--- src/design/gn_fade.sv ---
`timescale 1ns / 1ps
// fade weight, Horner form: a linear first stage, then one rounded multiply per stage (five stages)
module gn_fade #(
    parameter int FRAC_BITS = 16
) (
    input  logic                        clk,
    input  logic                        en,
    input  logic signed [FRAC_BITS:0]   t,
    output logic signed [FRAC_BITS+5:0] s
);
    localparam int FW = FRAC_BITS + 1;
    localparam int PW = FRAC_BITS + 6;
    localparam int MW = PW + FW;
    localparam logic signed [PW-1:0] ONE  = PW'(64'sd1 <<< FRAC_BITS);
    localparam logic [MW-1:0]        HALF = MW'(64'd1 << (FRAC_BITS - 1));

    // product rounded to nearest, ties away from zero
    function automatic logic signed [PW-1:0] rnd(input logic signed [MW-1:0] p);
        logic [MW-1:0] m;
        logic [MW-1:0] r;
        m = p[MW-1] ? -p : p;
        r = (m + HALF) >> FRAC_BITS;
        return p[MW-1] ? -PW'(r) : PW'(r);
    endfunction

    logic signed [PW-1:0] p0_reg, p1_reg, p2_reg, p3_reg, s_reg;
    logic signed [FW-1:0] t0_reg, t1_reg, t2_reg, t3_reg;

    always_ff @(posedge clk)
    begin
        if (en)
        begin
            p0_reg <= (PW'(t) <<< 2) + (PW'(t) <<< 1) - (ONE <<< 4) + ONE;
            t0_reg <= t;
            p1_reg <= rnd(MW'(p0_reg) * MW'(t0_reg)) + (ONE <<< 3) + (ONE <<< 1);
            t1_reg <= t0_reg;
            p2_reg <= rnd(MW'(p1_reg) * MW'(t1_reg));
            t2_reg <= t1_reg;
            p3_reg <= rnd(MW'(p2_reg) * MW'(t2_reg));
            t3_reg <= t2_reg;
            s_reg  <= rnd(MW'(p3_reg) * MW'(t3_reg));
        end
    end

    assign s = s_reg;

endmodule

--- config.mk ---
export PLATFORM = sky130hd
export DESIGN_NAME = gn_fade
export DESIGN_NICKNAME = d
export VERILOG_FILES = /design/src/design/gn_fade.sv
export SDC_FILE = /design/constraint.sdc
export NUM_CORES = 2
export LEC_CHECK = 0
export BUFFER_PORTS_ARGS = -buffer_cell sky130_fd_sc_hd__buf_2
export CAP_MARGIN = 5
export CELL_PAD_IN_SITES_DETAIL_PLACEMENT = 0
export CELL_PAD_IN_SITES_GLOBAL_PLACEMENT = 1
export CORE_MARGIN = 5
export CORE_UTILIZATION = 25
export DETAILED_ROUTE_END_ITERATION = 10
export PLACE_DENSITY = 0.53
export SLEW_MARGIN = 20
export SYNTH_ARGS = -nofsm -noshare
export SYNTH_HDL_FRONTEND = slang
export SYNTH_SLANG_ARGS = --single-unit
export TNS_END_PERCENT = 50
--- constraint.sdc ---
create_clock -name clk -period 10.8 [get_ports clk]
set_input_delay 1.08 -clock clk [delete_from_list [all_inputs] [get_ports clk]]
set_output_delay 1.08 -clock clk [all_outputs]
set_load 0.03 [all_outputs]
* Yosys cells after proc, flatten, opt, wreduce, memory -nomap -nowiden
Cells that the tools add are included. W data, S select, Z words.
Word-level totals: register bits 178, output and inout port bits 22, bits of input ports 19, word-level logic and storage cells 38
Operators by class: $add $sub $neg 17, multipliers 4, multiplexer cells 8
Operator list (number):
- $mul A22 B17 Y39 | 4
- $add A38 B16 Y38 const B | 4
- $mux W38 | 4
- $neg A38 Y38 | 4
- $mux W22 | 4
- $neg A22 Y22 | 4
- $add A22 B18 Y22 const B | 1
- $add A22 B19 Y22 const B | 1
- $add A22 B21 Y22 const B | 1
- $sub A20 B22 Y22 const B | 1
- $add A19 B18 Y20 | 1

* Longest topological paths before layout
depth in word-level cells 8, mapped depth 46, gate-level depth less buffers 39

* Worst setup path before layout
Ideal clock, no wire load.
path kind reg-to-reg, start point reg t0_reg[16], end point reg p1_reg[21] (data pin), library setup time 0.260 ns, path slack 0.379 ns, arrival 10.161 ns, data required time 10.540 ns, cell stages (with the launch flop) 46, clock period less this slack 10.421 ns, path buffers 7, cells stage by stage edfxtp_1 -> inv_1 -> buf_1 -> nor2_1 -> fa_1 -> inv_1 -> fa_1 -> inv_1 -> fa_1 -> fa_1 -> fa_1 -> inv_1 -> fa_1 -> inv_1 -> ha_1 -> clkbuf_1 -> a21o_1 -> a31o_2 -> [10 not listed] -> nor2_1 -> xnor2_1 -> ha_1 -> inv_1 -> a2111oi_0 -> a41oi_1 -> a211o_1 -> a32oi_1 -> o31ai_1 -> a31o_1 -> nor4_2 -> nand2_1 -> nand2_1 -> xnor2_1 -> inv_1 -> ha_1 -> o21ai_1 -> xnor2_1
On the way: word-level cells in the longest chain between the ends 8
Ends and longest elaborated chain:
- start: declaration | line 27 | logic signed [FW-1:0] t0_reg, t1_reg, t2_reg, t3_reg;
- start signal: assignment | line 34 | t0_reg <= t;
- $mul A22 B17 Y39 (*) | line 35 | p1_reg <= rnd(MW'(p0_reg) * MW'(t0_reg)) + (ONE <<< 3) + (ONE <<< 1);
- $neg A38 Y38 | line 21 | m = p[MW-1] ? -p : p;
- $mux W38 | line 21
- $add A38 B16 Y38 | line 22 | r = (m + HALF) >> FRAC_BITS;
- $neg A22 Y22 | line 23 | return p[MW-1] ? -PW'(r) : PW'(r);
- $mux W22 (*) | line 23
- $add A22 B21 Y22 (*) | line 35
- $add A22 B19 Y22 (*) | line 35
- end signal: assignment | line 35
- end: declaration | line 26 | logic signed [PW-1:0] p0_reg, p1_reg, p2_reg, p3_reg, s_reg;
Mark *: on every way between the ends. The rest lies on a longest branch, timed or not. A chain may end at the register's enable or synchronous reset.

* Worst setup path in the final report
start point reg p3_reg[5], end point reg s_reg[16] (netlist: s[16]) (data pin)
On the way: word-level cells in the longest chain between the ends 6
Ends and longest elaborated chain:
- start: declaration | line 26
- start signal: assignment | line 39 | p3_reg <= rnd(MW'(p2_reg) * MW'(t2_reg));
- $mul A22 B17 Y39 (*) | line 41 | s_reg <= rnd(MW'(p3_reg) * MW'(t3_reg));
- $neg A38 Y38 | line 21
- $mux W38 | line 21
- $add A38 B16 Y38 | line 22
- $neg A22 Y22 | line 23
- $mux W22 (*) | line 23
- end signal: assignment | line 41
- end: declaration | line 26
Marked as above.

==> flow_summary_export.csv <==
group,metric,value,unit
run_status,outcome,"complete, no violations",
timing,setup_viol,0,
clock_tree,h-tree-depth,4,
critical_path,arrival,10.59,ns
yosys,synthAdderAreaFrac,51.12,%
place,io_buffer_count,40,
yosys,ys_warn_count,0,
place,pre_cts_ws,-0.04790,ns
timing,grt_setup_unrepaired,"false",
critical_path,worstSetupEndpoint,"s[16]",
critical_path,r2r-end,"s[16]",
floorplanning,row_count,191,
finish,area_delta_synth_final,9.192,%
critical_path,crit_required,11.13,ns
finish,n_fill_cell,29087,
clock_tree,root_buffer,"clkbuf_16",
timing,post-route-period-util,94.97,%
yosys,yosys.area_share.xor_xnor,5.329,%
place,dpl.hpwl,161900,µm
critical_path,start_kind,"flop",
yosys,synth-async-reset-ratio,0,%
finish,utilization,27.41,%
min_path,hold_start,"t[6]",
clock_tree,cts_tree,"done",
floorplanning,die_w,531.2,µm
place,gp_routability_congestion,0.7986,
yosys,synth.area.mux_share,0.3317,%
routing,vias_per_cell,4.486,
timing,layout_setup_ws,0.5434,ns
routing,wl,191200,µm
yosys,yosys-top-cells-count,"inv_1, fa_1, nand2_1, and2_1, ha_1",
floorplanning,coreArea,0.2705,mm²
routing,ant_nets,0,
min_path,min-delay-path-class,"input pin to flop",
critical_path,crit_path_max_incr_delay,0.92,ns
critical_path,reg2reg_depth,31,
finish,drive_gt1_share,5.660,%
place,place_inst,10883,
global_route,grt_pass1_wl,316100,µm
yosys,synthTopCellsByArea,"fa_1, inv_1, edfxtp_1",
timing,finalHoldViolCount,0,
critical_path,critical_path_class,"flop to flop",
finish,seq_area,0.005255,mm²
yosys,synthFlopType,"edfxtp_1",
clock_tree,clk_pin_slew,0.09,ns
critical_path,worst-path-max-fanout,32,
yosys,synthSimpleGateAreaFrac,17.24,%
floorplanning,chipHeight,531.2,µm
timing,timing.slew.headroom,22.67,%
timing,post-route-min-period,10.26,ns
yosys,synth-compound-area-share,8.287,%
timing,whs,0.7252,ns
finish,fin_nets,9318,
floorplanning,io-pin-count,41,
critical_path,cpMostUsedCell,"fa_1",
critical_path,r2r-start,"p3_reg[5]",
timing,drv_slew,0,
finish,stdcell_count,10991,
yosys,synth_nets,9323,
yosys,synth_edf_count,175,
critical_path,r2r_slack,0.54,ns
routing,drc,0,
floorplanning,die_area,0.2821,mm²
global_route,grt_max_degree,77,
clock_tree,worstSkewPairLatency,0.59,ns
routing,vias,49305,
global_route,grt_util_all_layers,14.07,%
global_route,antenna_found_initial,3,
timing,fmax,0.09750,GHz
critical_path,crit_path_start,"p3_reg[5]",
yosys,synth_top_cell_area_share,43.37,%
global_route,gr-total-overflow,0,
yosys,ys_types,129,
clock_tree,cts_sinks,175,
routing,wl_per_cell,17.40,µm
routing,first_pass_iters,5,
yosys,yosysMostFrequentCell,"inv_1",
routing,drt-initial-drc-count,2354,
yosys,synthCells,7415,
yosys,avgSynthCellArea,9.157,µm²
run,max_cap_viol_count,0,
global_route,grt_pass1_vias,55416,
yosys,ys_ff_latch,175,
yosys,seq_area_frac_synth,7.740,%
yosys,synth_top_cell_by_area,"fa_1",
timing,skew,0.04357,ns
clock_tree,cts_buffers,21,
critical_path,end_kind,"flop",
clock_tree,cts_buffer_depth,3,
finish,multiInputGateArea,0.05593,mm²
yosys,synth_top_family_by_area,"adder cells",
timing,worst_slew_pin_slew,1.148,ns
critical_path,critPathSlowestCell,"edfxtp_1",
floorplanning,start_util,25.10,%
yosys,synth_area,0.06790,mm²
-- cell families after synthesis --
family,count (synthesis)
xor+xnor,403
flops,175
mux,22
simple gates,2319
buf+inv,1792
fa+ha+maj,1892
compound gates,812
-- how the worst min path moves through the flow --
stage	endpoint	cells past startpoint	slack, ns
2_1_floorplan	t2_reg[10]	0	0.48
3_3_place_gp	t1_reg[7]	0	0.75
3_5_place_dp	t1_reg[7]	0	0.78
4_1_cts	t0_reg[5]	1	0.66
5_1_grt	t0_reg[6]	1	0.69
6_report	t0_reg[6]	1	0.73
-- timing repair --
item	CTS	global route
setup buffers	0	74
hold buffers	0	0
gates resized for setup	1	9
endpoints found under the setup margin	1	18
-- critical path: cells and delay by family, from the launching register on --
| kind | cells | cell delay, ns |
|---|---|---|
| DFF | 1 | 0.92 |
| and+or+nand+nor | 10 | 2.94 |
| AOI/OAI and AO/OA | 6 | 1.65 |
| adders and majority gates | 7 | 3.33 |
| xor gates and xnor gates | 2 | 0.44 |
| buffers and inverters | 6 | 0.69 |
-- stage by stage --
step | cell area (µm²) | TNS, ns
detailed placement | 72620 | -0.04790
CTS | 73360 | 0
global route | 74140 | 0
global placement | 72620 | 0
finish | 74140 | 0
floorplan | 67900 | 0
-- layout make-up --
type | instances | area share [%]
well taps | 3570 | 6.025
diodes | 1 | 0.003375
clock buffers | 21 | 0.7088
repair buffers | 276 | 2.926
flip-flops and latches | 175 | 7.088
multi-input cells | 5448 | 75.43
clock inverters | 12 | 0.2801
inverters | 1488 | 7.534
-- metal layers --
| metal | GRT usage [%] | part of all wire [%] |
|---|---|---|
| met1 | 19.12 | 47 |
| met3 | 1.427 | 2.9 |
| met4 | 2.517 | 1.6 |
| met5 | 0 | 0 |
| met2 | 24.45 | 49 |
-- cell usage in the layout, fill, tap and decap left out, types with 87 or more instances in the layout --
cell type / synthesis / final
fa_1: 1471 / 1471
nand2_1: 965 / 965
xnor2_1: 308 / 308
and2_1: 633 / 633
edfxtp_1: 175 / 175
xor2_1: 87 / 87
nor2_1: 192 / 191
inv_1: 1488 / 1488
buf_4: 3 / 221
nand3_1: 90 / 90
o21ai_0: 137 / 134
a21oi_1: 210 / 210
nand2b_1: 94 / 94
ha_1: 418 / 418
Power is not shown: default switching activity piles up to over one toggle a cycle in this logic, so the estimate is an artifact.
